`src/design/scba_pkg.sv`:
```
`default_nettype none

package scba_pkg;

	localparam int CLASS_SLOTS     = 4;
	localparam int SIZE_W          = 21;
	localparam int COUNT_W         = 7;
	localparam int REQ_W           = 32;
	localparam int OFS_W           = 26;
	localparam int START_W         = 31;
	localparam int PROD_W          = SIZE_W + COUNT_W;
	localparam int BLK_W           = 10;
	localparam int WORD_W          = 64;
	localparam int BIT_W           = 6;
	localparam int QUOT_W          = 7;
	localparam int CFG_IDX_W       = 4;
	localparam int CFG_DATA_W      = SIZE_W;
	localparam int NUM_CLASSES_DEF = 4;
	localparam int MAX_BLOCKS_DEF  = 64;

	localparam logic [OFS_W-1:0]     OFFSET_MAX     = '1;
	localparam logic [CFG_IDX_W-1:0] CFG_IDX_LAST   = 4'd7;
	localparam logic                 CFG_FIELD_SIZE = 1'b0;
	localparam logic                 KIND_ALLOC     = 1'b0;
	localparam logic                 KIND_FREE      = 1'b1;

	localparam logic [SIZE_W-1:0]  SIZE_RESET [CLASS_SLOTS] = '{
		21'd64, 21'd256, 21'd1024, 21'd4096
	};
	localparam logic [COUNT_W-1:0] COUNT_RESET = 7'd16;

	typedef enum logic [1:0] {
		ST_ALLOCATED = 2'd0,
		ST_NO_FIT    = 2'd1,
		ST_FREED     = 2'd2,
		ST_NOT_FOUND = 2'd3
	} scba_status_t;

	typedef struct packed {
		logic              kind;
		logic [REQ_W-1:0]  request_bytes;
		logic [OFS_W-1:0]  release_offset;
	} scba_req_t;

	typedef struct packed {
		scba_status_t      status;
		logic [OFS_W-1:0]  block_offset;
	} scba_rsp_t;

	typedef enum logic [3:0] {
		S_IDLE,
		S_LAYOUT,
		S_ALLOC_CLASS,
		S_ALLOC_RD,
		S_ALLOC_CHK,
		S_ALLOC_OFS,
		S_ALLOC_FIN,
		S_FREE_CLASS,
		S_FREE_DIV,
		S_FREE_CHK,
		S_FREE_RD,
		S_FREE_WR,
		S_RESP
	} scba_state_t;

endpackage

`default_nettype wire

```
`src/design/scba_ram.sv`:
```
`default_nettype none

module scba_ram #(
	parameter int WIDTH = 64,
	parameter int DEPTH = 1,
	parameter int ADDR_W = (DEPTH > 1) ? $clog2(DEPTH) : 1
) (
	input  wire logic              clk,
	input  wire logic              we,
	input  wire logic [ADDR_W-1:0] waddr,
	input  wire logic [WIDTH-1:0]  wdata,
	input  wire logic [ADDR_W-1:0] raddr,
	output logic      [WIDTH-1:0]  rdata
);

	logic [WIDTH-1:0] mem [DEPTH];

	always_ff @(posedge clk) begin
		if (we) begin
			mem[waddr] <= wdata;
		end
		rdata <= mem[raddr];
	end

endmodule

`default_nettype wire

```
`src/design/size_class_block_allocator_top.sv`:
```
// Size-class block pool allocator.
// req channel: one item per request, kind selects allocate or free. rsp channel:
// one item per request with the status and, for an allocation, the block offset.
// cfg channel: register writes (block size and block count per class), always
// ready; write only while no request is in flight.
// Requests are handled one at a time. Each starts with a layout pass that sums
// size * count per class through one multiplier. An allocate then looks at the
// classes in turn, reads and scans 64-flag rows from the flag memory, checks the
// offset range and loads the result. A free picks its class, runs up to 7 quotient
// steps, does a read-modify-write of one flag row and loads the result.
// The next request is accepted in the cycle after the result is loaded.
// The result is held in an output register; the next request is accepted while
// it waits, and a finished request stalls in its last state until the receiver
// takes the previous result.
// Reset clears all in-use flags at once through per-row valid bits (no clearing
// pass) and loads the default class layout.
`default_nettype none

module size_class_block_allocator_top #(
	parameter int NUM_CLASSES = scba_pkg::NUM_CLASSES_DEF,
	parameter int MAX_BLOCKS  = scba_pkg::MAX_BLOCKS_DEF
) (
	input  wire logic                             clk,
	input  wire logic                             arst_n,
	input  wire logic                             req_valid,
	output logic                                  req_ready,
	input  wire scba_pkg::scba_req_t              req,
	output logic                                  rsp_valid,
	input  wire logic                             rsp_ready,
	output scba_pkg::scba_rsp_t                   rsp,
	input  wire logic                             cfg_valid,
	output logic                                  cfg_ready,
	input  wire logic [scba_pkg::CFG_IDX_W-1:0]   cfg_index,
	input  wire logic [scba_pkg::CFG_DATA_W-1:0]  cfg_data
);

	import scba_pkg::*;

	localparam int LIVE   = (NUM_CLASSES < CLASS_SLOTS) ? NUM_CLASSES : CLASS_SLOTS;
	localparam int ROWS   = (MAX_BLOCKS + WORD_W - 1) / WORD_W;
	localparam int ROW_W  = (ROWS > 1) ? $clog2(ROWS) : 1;
	localparam int BLKX_W = BLK_W + 1;
	localparam logic [BLKX_W-1:0] MAX_BLK    = BLKX_W'(MAX_BLOCKS);
	localparam logic [BLK_W-1:0]  MAX_BLK_M1 = BLK_W'(MAX_BLOCKS - 1);
	localparam logic [1:0]        LAST_SLOT  = 2'(LIVE - 1);
	localparam logic [2:0]        LIVE_CNT   = 3'(LIVE);

	scba_state_t state_q, state_d;

	logic [SIZE_W-1:0]  size_q  [CLASS_SLOTS];
	logic [COUNT_W-1:0] count_q [CLASS_SLOTS];
	logic [START_W-1:0] start_q [CLASS_SLOTS];
	logic [BLK_W-1:0]   first_q [CLASS_SLOTS];
	logic [START_W-1:0] acc_ofs_q;
	logic [BLK_W-1:0]   acc_blk_q;
	logic [1:0]         lc_q;

	scba_req_t          req_q;
	logic [2:0]         cls_q;
	logic [ROW_W-1:0]   row_q;
	logic [BLK_W-1:0]   lo_q, hi_q, g_q;
	logic [WORD_W-1:0]  word_q;
	logic [START_W-1:0] o_q;
	logic [OFS_W-1:0]   rem_q;
	logic [QUOT_W-1:0]  q_q;
	logic [2:0]         k_q;
	scba_status_t       res_status_q;
	logic [OFS_W-1:0]   res_offset_q;
	logic [ROWS-1:0]    row_vld_q;

	logic               rsp_valid_q;
	scba_rsp_t          rsp_q;

	logic               ram_we;
	logic [ROW_W-1:0]   ram_waddr;
	logic [WORD_W-1:0]  ram_wdata;
	logic [WORD_W-1:0]  ram_rdata;
	logic               rsp_load;

	logic [1:0]         cs;
	logic               cls_done;
	logic               a_usable;
	logic [BLKX_W-1:0]  a_last;
	logic [BLK_W-1:0]   a_hi;
	logic [WORD_W-1:0]  word_now;
	logic               cand_found;
	logic [BIT_W-1:0]   cand_bit;
	logic [BLK_W-1:0]   gb;
	logic               last_row;
	logic               ofs_ok;
	logic [COUNT_W-1:0] j_ofs;
	logic [PROD_W-1:0]  prod;
	logic               f_hit;
	logic [1:0]         f_sel;
	logic [OFS_W-1:0]   f_diff;
	logic               f_too_far;
	logic [PROD_W-1:0]  dvs;
	logic               dvs_fits;
	logic [BLKX_W-1:0]  f_g;
	logic               f_match;
	logic [WORD_W-1:0]  bit_mask;

	assign cfg_ready = 1'b1;
	assign rsp_valid = rsp_valid_q;
	assign rsp       = rsp_q;

	scba_ram #(
		.WIDTH (WORD_W),
		.DEPTH (ROWS)
	) u_flags (
		.clk   (clk),
		.we    (ram_we),
		.waddr (ram_waddr),
		.wdata (ram_wdata),
		.raddr (row_q),
		.rdata (ram_rdata)
	);

	// Class checks, flag-row scan and quotient step.
	always_comb begin
		cs        = cls_q[1:0];
		cls_done  = (cls_q >= LIVE_CNT);
		a_usable  = (count_q[cs] != '0)
			&& ({{(REQ_W - SIZE_W){1'b0}}, size_q[cs]} >= req_q.request_bytes)
			&& ({1'b0, first_q[cs]} < MAX_BLK);
		a_last    = {1'b0, first_q[cs]} + BLKX_W'(count_q[cs]) - BLKX_W'(1);
		a_hi      = (a_last < MAX_BLK) ? a_last[BLK_W-1:0] : MAX_BLK_M1;

		word_now   = row_vld_q[row_q] ? ram_rdata : '0;
		cand_found = 1'b0;
		cand_bit   = '0;
		for (int b = WORD_W - 1; b >= 0; b--) begin
			gb = BLK_W'({row_q, BIT_W'(b)});
			if (!word_now[b] && gb >= lo_q && gb <= hi_q) begin
				cand_found = 1'b1;
				cand_bit   = BIT_W'(b);
			end
		end
		last_row = (row_q == ROW_W'(hi_q >> BIT_W));

		j_ofs  = COUNT_W'(g_q - lo_q);
		prod   = PROD_W'(j_ofs) * PROD_W'(size_q[cs]);
		ofs_ok = (o_q <= START_W'(OFFSET_MAX));

		f_hit = 1'b0;
		f_sel = '0;
		for (int c = 0; c < LIVE; c++) begin
			if (count_q[c] != '0 && start_q[c] <= START_W'(req_q.release_offset)) begin
				f_hit = 1'b1;
				f_sel = 2'(c);
			end
		end
		f_diff    = req_q.release_offset - start_q[f_sel][OFS_W-1:0];
		f_too_far = (PROD_W'(f_diff) >= {size_q[f_sel], {QUOT_W{1'b0}}});

		dvs      = PROD_W'(size_q[cs]) << k_q;
		dvs_fits = (PROD_W'(rem_q) >= dvs);

		f_g     = {1'b0, first_q[cs]} + BLKX_W'(q_q);
		f_match = (rem_q == '0) && (q_q < count_q[cs]) && (f_g < MAX_BLK);

		bit_mask = WORD_W'(1) << g_q[BIT_W-1:0];
	end

	// Next state.
	always_comb begin
		state_d = state_q;
		case (state_q)
			S_IDLE: begin
				if (req_valid) begin
					state_d = S_LAYOUT;
				end
			end
			S_LAYOUT: begin
				if (lc_q == LAST_SLOT) begin
					state_d = (req_q.kind == KIND_ALLOC) ? S_ALLOC_CLASS : S_FREE_CLASS;
				end
			end
			S_ALLOC_CLASS: begin
				if (cls_done) begin
					state_d = S_RESP;
				end else if (a_usable) begin
					state_d = S_ALLOC_RD;
				end
			end
			S_ALLOC_RD: state_d = S_ALLOC_CHK;
			S_ALLOC_CHK: begin
				if (cand_found) begin
					state_d = S_ALLOC_OFS;
				end else if (last_row) begin
					state_d = S_ALLOC_CLASS;
				end else begin
					state_d = S_ALLOC_RD;
				end
			end
			S_ALLOC_OFS: state_d = S_ALLOC_FIN;
			S_ALLOC_FIN: state_d = ofs_ok ? S_RESP : S_ALLOC_CLASS;
			S_FREE_CLASS: begin
				if (!f_hit) begin
					state_d = S_RESP;
				end else if (size_q[f_sel] == '0) begin
					state_d = S_FREE_CHK;
				end else if (f_too_far) begin
					state_d = S_RESP;
				end else begin
					state_d = S_FREE_DIV;
				end
			end
			S_FREE_DIV: begin
				if (k_q == '0) begin
					state_d = S_FREE_CHK;
				end
			end
			S_FREE_CHK: state_d = f_match ? S_FREE_RD : S_RESP;
			S_FREE_RD: state_d = S_FREE_WR;
			S_FREE_WR: state_d = S_RESP;
			S_RESP: begin
				if (!rsp_valid_q || rsp_ready) begin
					state_d = S_IDLE;
				end
			end
			default: state_d = S_IDLE;
		endcase
	end

	// Outputs of the sequencer.
	always_comb begin
		req_ready = 1'b0;
		ram_we    = 1'b0;
		ram_waddr = row_q;
		ram_wdata = word_q;
		rsp_load  = 1'b0;
		case (state_q)
			S_IDLE: req_ready = 1'b1;
			S_ALLOC_FIN: begin
				ram_we    = ofs_ok;
				ram_wdata = word_q | bit_mask;
			end
			S_FREE_WR: begin
				ram_we    = 1'b1;
				ram_wdata = word_now & ~bit_mask;
			end
			S_RESP: rsp_load = !rsp_valid_q || rsp_ready;
			default: req_ready = 1'b0;
		endcase
	end

	always_ff @(posedge clk or negedge arst_n) begin
		if (!arst_n) begin
			state_q     <= S_IDLE;
			row_vld_q   <= '0;
			rsp_valid_q <= 1'b0;
			for (int c = 0; c < CLASS_SLOTS; c++) begin
				size_q[c]  <= SIZE_RESET[c];
				count_q[c] <= COUNT_RESET;
			end
		end else begin
			state_q <= state_d;
			if (cfg_valid && cfg_index <= CFG_IDX_LAST) begin
				if (cfg_index[0] == CFG_FIELD_SIZE) begin
					size_q[cfg_index[2:1]] <= cfg_data;
				end else begin
					count_q[cfg_index[2:1]] <= cfg_data[COUNT_W-1:0];
				end
			end
			if (ram_we) begin
				row_vld_q[ram_waddr] <= 1'b1;
			end
			if (rsp_load) begin
				rsp_valid_q <= 1'b1;
			end else if (rsp_ready) begin
				rsp_valid_q <= 1'b0;
			end
		end
	end

	// Datapath registers.
	always_ff @(posedge clk) begin
		if (rsp_load) begin
			rsp_q.status       <= res_status_q;
			rsp_q.block_offset <= res_offset_q;
		end
		case (state_q)
			S_IDLE: begin
				req_q        <= req;
				lc_q         <= '0;
				acc_ofs_q    <= '0;
				acc_blk_q    <= '0;
				cls_q        <= '0;
				res_offset_q <= '0;
				res_status_q <= (req.kind == KIND_ALLOC) ? ST_NO_FIT : ST_NOT_FOUND;
			end
			S_LAYOUT: begin
				start_q[lc_q] <= acc_ofs_q;
				first_q[lc_q] <= acc_blk_q;
				acc_ofs_q     <= acc_ofs_q
					+ START_W'(PROD_W'(size_q[lc_q]) * PROD_W'(count_q[lc_q]));
				acc_blk_q     <= acc_blk_q + BLK_W'(count_q[lc_q]);
				lc_q          <= lc_q + 2'd1;
			end
			S_ALLOC_CLASS: begin
				lo_q  <= first_q[cs];
				hi_q  <= a_hi;
				row_q <= ROW_W'(first_q[cs] >> BIT_W);
				if (!cls_done && !a_usable) begin
					cls_q <= cls_q + 3'd1;
				end
			end
			S_ALLOC_CHK: begin
				word_q <= word_now;
				g_q    <= BLK_W'({row_q, cand_bit});
				if (!cand_found) begin
					if (last_row) begin
						cls_q <= cls_q + 3'd1;
					end else begin
						row_q <= row_q + ROW_W'(1);
					end
				end
			end
			S_ALLOC_OFS: o_q <= start_q[cs] + START_W'(prod);
			S_ALLOC_FIN: begin
				if (ofs_ok) begin
					res_status_q <= ST_ALLOCATED;
					res_offset_q <= o_q[OFS_W-1:0];
				end else begin
					cls_q <= cls_q + 3'd1;
				end
			end
			S_FREE_CLASS: begin
				cls_q <= {1'b0, f_sel};
				rem_q <= f_diff;
				q_q   <= '0;
				k_q   <= 3'(QUOT_W - 1);
			end
			S_FREE_DIV: begin
				if (dvs_fits) begin
					rem_q    <= rem_q - dvs[OFS_W-1:0];
					q_q[k_q] <= 1'b1;
				end
				k_q <= k_q - 3'd1;
			end
			S_FREE_CHK: begin
				g_q   <= f_g[BLK_W-1:0];
				row_q <= ROW_W'(f_g[BLK_W-1:0] >> BIT_W);
			end
			S_FREE_WR: res_status_q <= ST_FREED;
			default: begin
				// hold
			end
		endcase
	end

endmodule

`default_nettype wire

```
`config.mk`:
```
export PLATFORM = sky130hd
export DESIGN_NAME = size_class_block_allocator_top
export DESIGN_NICKNAME = d
export VERILOG_FILES = /design/src/design/scba_pkg.sv /design/src/design/scba_ram.sv /design/src/design/size_class_block_allocator_top.sv
export SDC_FILE = /design/constraint.sdc
export NUM_CORES = 2
export LEC_CHECK = 0
export BUFFER_PORTS_ARGS = -buffer_cell sky130_fd_sc_hd__buf_2
export CAP_MARGIN = 10
export CORE_ASPECT_RATIO = 1.1
export CORE_MARGIN = 2
export CORE_UTILIZATION = 40
export DETAILED_ROUTE_END_ITERATION = 6
export SLEW_MARGIN = 20
export SYNTH_ARGS = -nofsm -noshare
export SYNTH_HDL_FRONTEND = slang
export SYNTH_SLANG_ARGS = --single-unit
```
`constraint.sdc`:
```
create_clock -name clk -period 18.1 [get_ports clk]
set_input_delay 0 -clock clk [delete_from_list [all_inputs] [get_ports clk]]
set_output_delay 0 -clock clk [all_outputs]
set_load 0.005 [all_outputs]
```
==> results.yml <==
timing:
  rsz_0062_raised_after_global_routing: "false"
  clock-skew-final_ps: 38.86
  setup_tns_ps: 0
  slew-limit-headroom_pct: 26.11
  report.final.slew_viol_count: 0
  period_needed_ps: 9035
  finalCritPeriodShare_pct: 49.92
  report.final.setup_viol: 0
  max_slew.worst_pin.slew_ps: 1107
  report.final.hold_viol_count: 0
  maxClockFrequency_mhz: 110.7
cells_and_area:
  layout-drive-gt1-share_pct: 12.55
  fillerInstances: 12010
  area_growth_syn_to_layout_pct: 12.48
  final-seq-area_sq_um: 20740
  multiInputGateArea_sq_um: 28970
  final_net_count: 5746
die:
  ios: 120
  starting_density_of_the_core_pct: 40.39
  die-height_microns: 382.5
  floorplan.die.width_microns: 348.1
  core.rowCount: 138
  core_area_sq_um: 129000
  die_area_sq_um: 133100
clock_network:
  cts_max_path_buffers: 3
  cts_tree: "yes"
  cts_buffers: 85
  tritoncts_num_sinks: 732
  worstSkewPairLatency_ps: 720
  post_cts_resize_count: 0
  cts.root.buffer_cell: "sky130_fd_sc_hd__clkbuf_16"
  cts-htree-levels: 3
  cts_setup_buffers: 0
  clk_pin_slew_ps: 60
  holdBufCountCts: 112
logic_synthesis:
  synth_cell_types: 98
  synth_xor_area_share_pct: 1.782
  ys_async_sr_fraction_pct: 16.12
  synth-compound-area-share_pct: 13.13
  adder_and_majority_gate_portion_of_the_synthesized_area_pct: 18.08
  netlist_instances: 4899
  combinational_family_with_the_most_area_after_synthesis: "adder cells"
  synth_seq_cells: 732
  synth_enable_flop_cells: 548
  synth_simple_gate_area_share_pct: 14.47
  ys_warn_count: 0
  synth_flop_cell: "sky130_fd_sc_hd__edfxtp_1"
  synth_area_sq_um: 52090
  yosysSeqAreaShare_pct: 39.81
  syn_avg_cell_area_sq_um: 10.63
  synth.mux.area_fraction_pct: 7.724
route:
  wire_length_after_detailed_routing_microns: 169000
  wl_per_cell_microns: 24.83
  via_density: 5.879
  num_vias: 40020
  first_iter_violations: 3886
  drc: 0
  dr.pass1.iters: 6
  antenna_left: 0
worst_setup_path:
  critical_path.startpoint_type: "flop"
  crit_path_max_incr_delay_ps: 730
  critPathMostFrequentCell: "sky130_fd_sc_hd__o21ai_0"
  critPathRequiredTime_ps: 18660
  critPathMaxFanout: 42
  worstSetupEndpointType: "flop"
  critPathArrivalTime_ps: 9600
  critical-path-slowest-cell: "sky130_fd_sc_hd__a21o_2"
  critPathKind: "reg -> reg"
flow_run:
  max-cap-violations: 0
outcome:
  outcome: "finished clean"
placement:
  hpwlAfterDp_microns: 125200
  port_buffers: 118
  gp_routability_congestion: 0.9501
global_routing:
  gr-usage-all-layers_pct: 25.19
  number_of_antenna_violations_at_the_first_check_in_global_routing: 14
  grt_first_pass_wirelength_microns: 254600
  grt_pass1_vias: 39930
  gr-total-overflow: 0
  maximum_number_of_pins_on_one_net_before_global_route_repair: 73
worst_hold_path:
  min-delay-path-class: "in -> reg"
-- cell usage in the layout (no fill, tap or decap), drive strengths merged, types with 57 or more instances in the layout --
master,n
a211oi,77
a21o,60
a21oi,227
a22oi,68
and2,187
buf,187
clkbuf,108
dfrtp,110
dfxtp,66
dlygate4sd3,111
edfxtp,548
fa,246
ha,359
inv,450
mux2,127
mux4,95
nand2,421
nand2b,57
nand3,86
nor2,288
nor2b,83
nor3,108
nor4,57
o211ai,90
o21ai,180
xnor2,67
-- final cells by class --
class	instances	share of cell area (%)
Clock inverter	49	0.9439
Sequential cell	732	35.40
Clock buffer	108	3.902
Multi-Input combinational cell	3487	49.45
Antenna cell	5	0.02135
Tap cell	1680	3.588
Timing Repair Buffer	298	3.827
Inverter	448	2.870
-- cell families after synthesis --
logic type,count (synthesis)
buf+inv,683
fa+ha+maj,605
compound gates,1007
mux,267
simple gates,1497
xor+xnor,106
other cells,2
flops,732
-- synth_stat cells, drive strengths merged (60+ instances only) --
master	number	area share, %
nor2	288	2.1
o21ai	180	1.7
and2	187	2.2
clkbuf	190	1.4
a22oi	68	0.98
a21oi	227	2.2
fa	246	9.5
mux4	95	4.1
a21o	60	0.86
xnor2	67	1.1
a211oi	77	1.2
nor3	108	1.0
nand3	86	0.83
o211ai	90	1.3
mux2	127	2.7
nor2b	83	1.0
inv	447	3.2
ha	359	8.6
edfxtp	548	32
nand2	421	3.0
dfrtp	110	5.3
dfxtp	66	2.5
-- flip-flops by register name, summed over array words and instances (netlist names), 3 cells and up, named ones only --
signal         flops
acc_blk_q         10
acc_ofs_q         31
cls_q              3
count_q           28
first_q           40
g_q                7
hi_q              10
k_q                3
lo_q              10
o_q               31
q_q                7
rem_q             26
req_q             59
res_offset_q      26
rsp               28
size_q            84
start_q          124
state_q            4
u_flags.mem       64
u_flags.rdata     64
word_q            64
-- critical path, delay by kind of cell, from the launching register on --
kind / cells / cell delay, ps
flops: 1 / 370
buf+inv: 2 / 670
fa+ha+maj: 3 / 1110
xor+xnor: 1 / 190
compound gates: 18 / 5560
simple gates: 4 / 970
-- metrics by stage --
stage          worst slack, ps  utilization (%)  std cells  hold slack, ps  area, sq um
6_report                  9065            45.43       6807           44.71        58590
5_1_grt                   8309            45.42       6803           36.52        58580
4_1_cts                   9138            45.41       6802          0.1396        58570
3_5_place_dp              9173            42.33       6533           151.8        54600
3_3_place_gp              9401            42.32       6533           142.9        54580
2_1_floorplan            10000                -       4902          -295.6        52100
-- path summary, 6_finish.rpt --
path | startpoint | to | slack, ps | cells after the start
worst min-delay path | req[43] | req_q[43] | 40 | 2
min in group asynchronous | arst_n | count_q[11] | 440 | 3
worst max-delay path | req_q[18] | state_q[2] | 9070 | 28
worst min register to register | u_flags.mem[0][29] | u_flags.rdata[29] | 320 | 0
worst max register to register | req_q[18] | state_q[2] | 9070 | 28
max in group asynchronous | arst_n | size_q[10] | 16860 | 4
-- layer usage --
layer,part of all wire (%),global-route usage (%)
met1,45,35.55
met2,44,38.25
met3,6.7,4.048
met4,4.3,10.91
met5,0.061,0
Power is left out: the tool's default activity adds up to more than one toggle a clock period on the data nets, which glitch-free logic cannot reach.
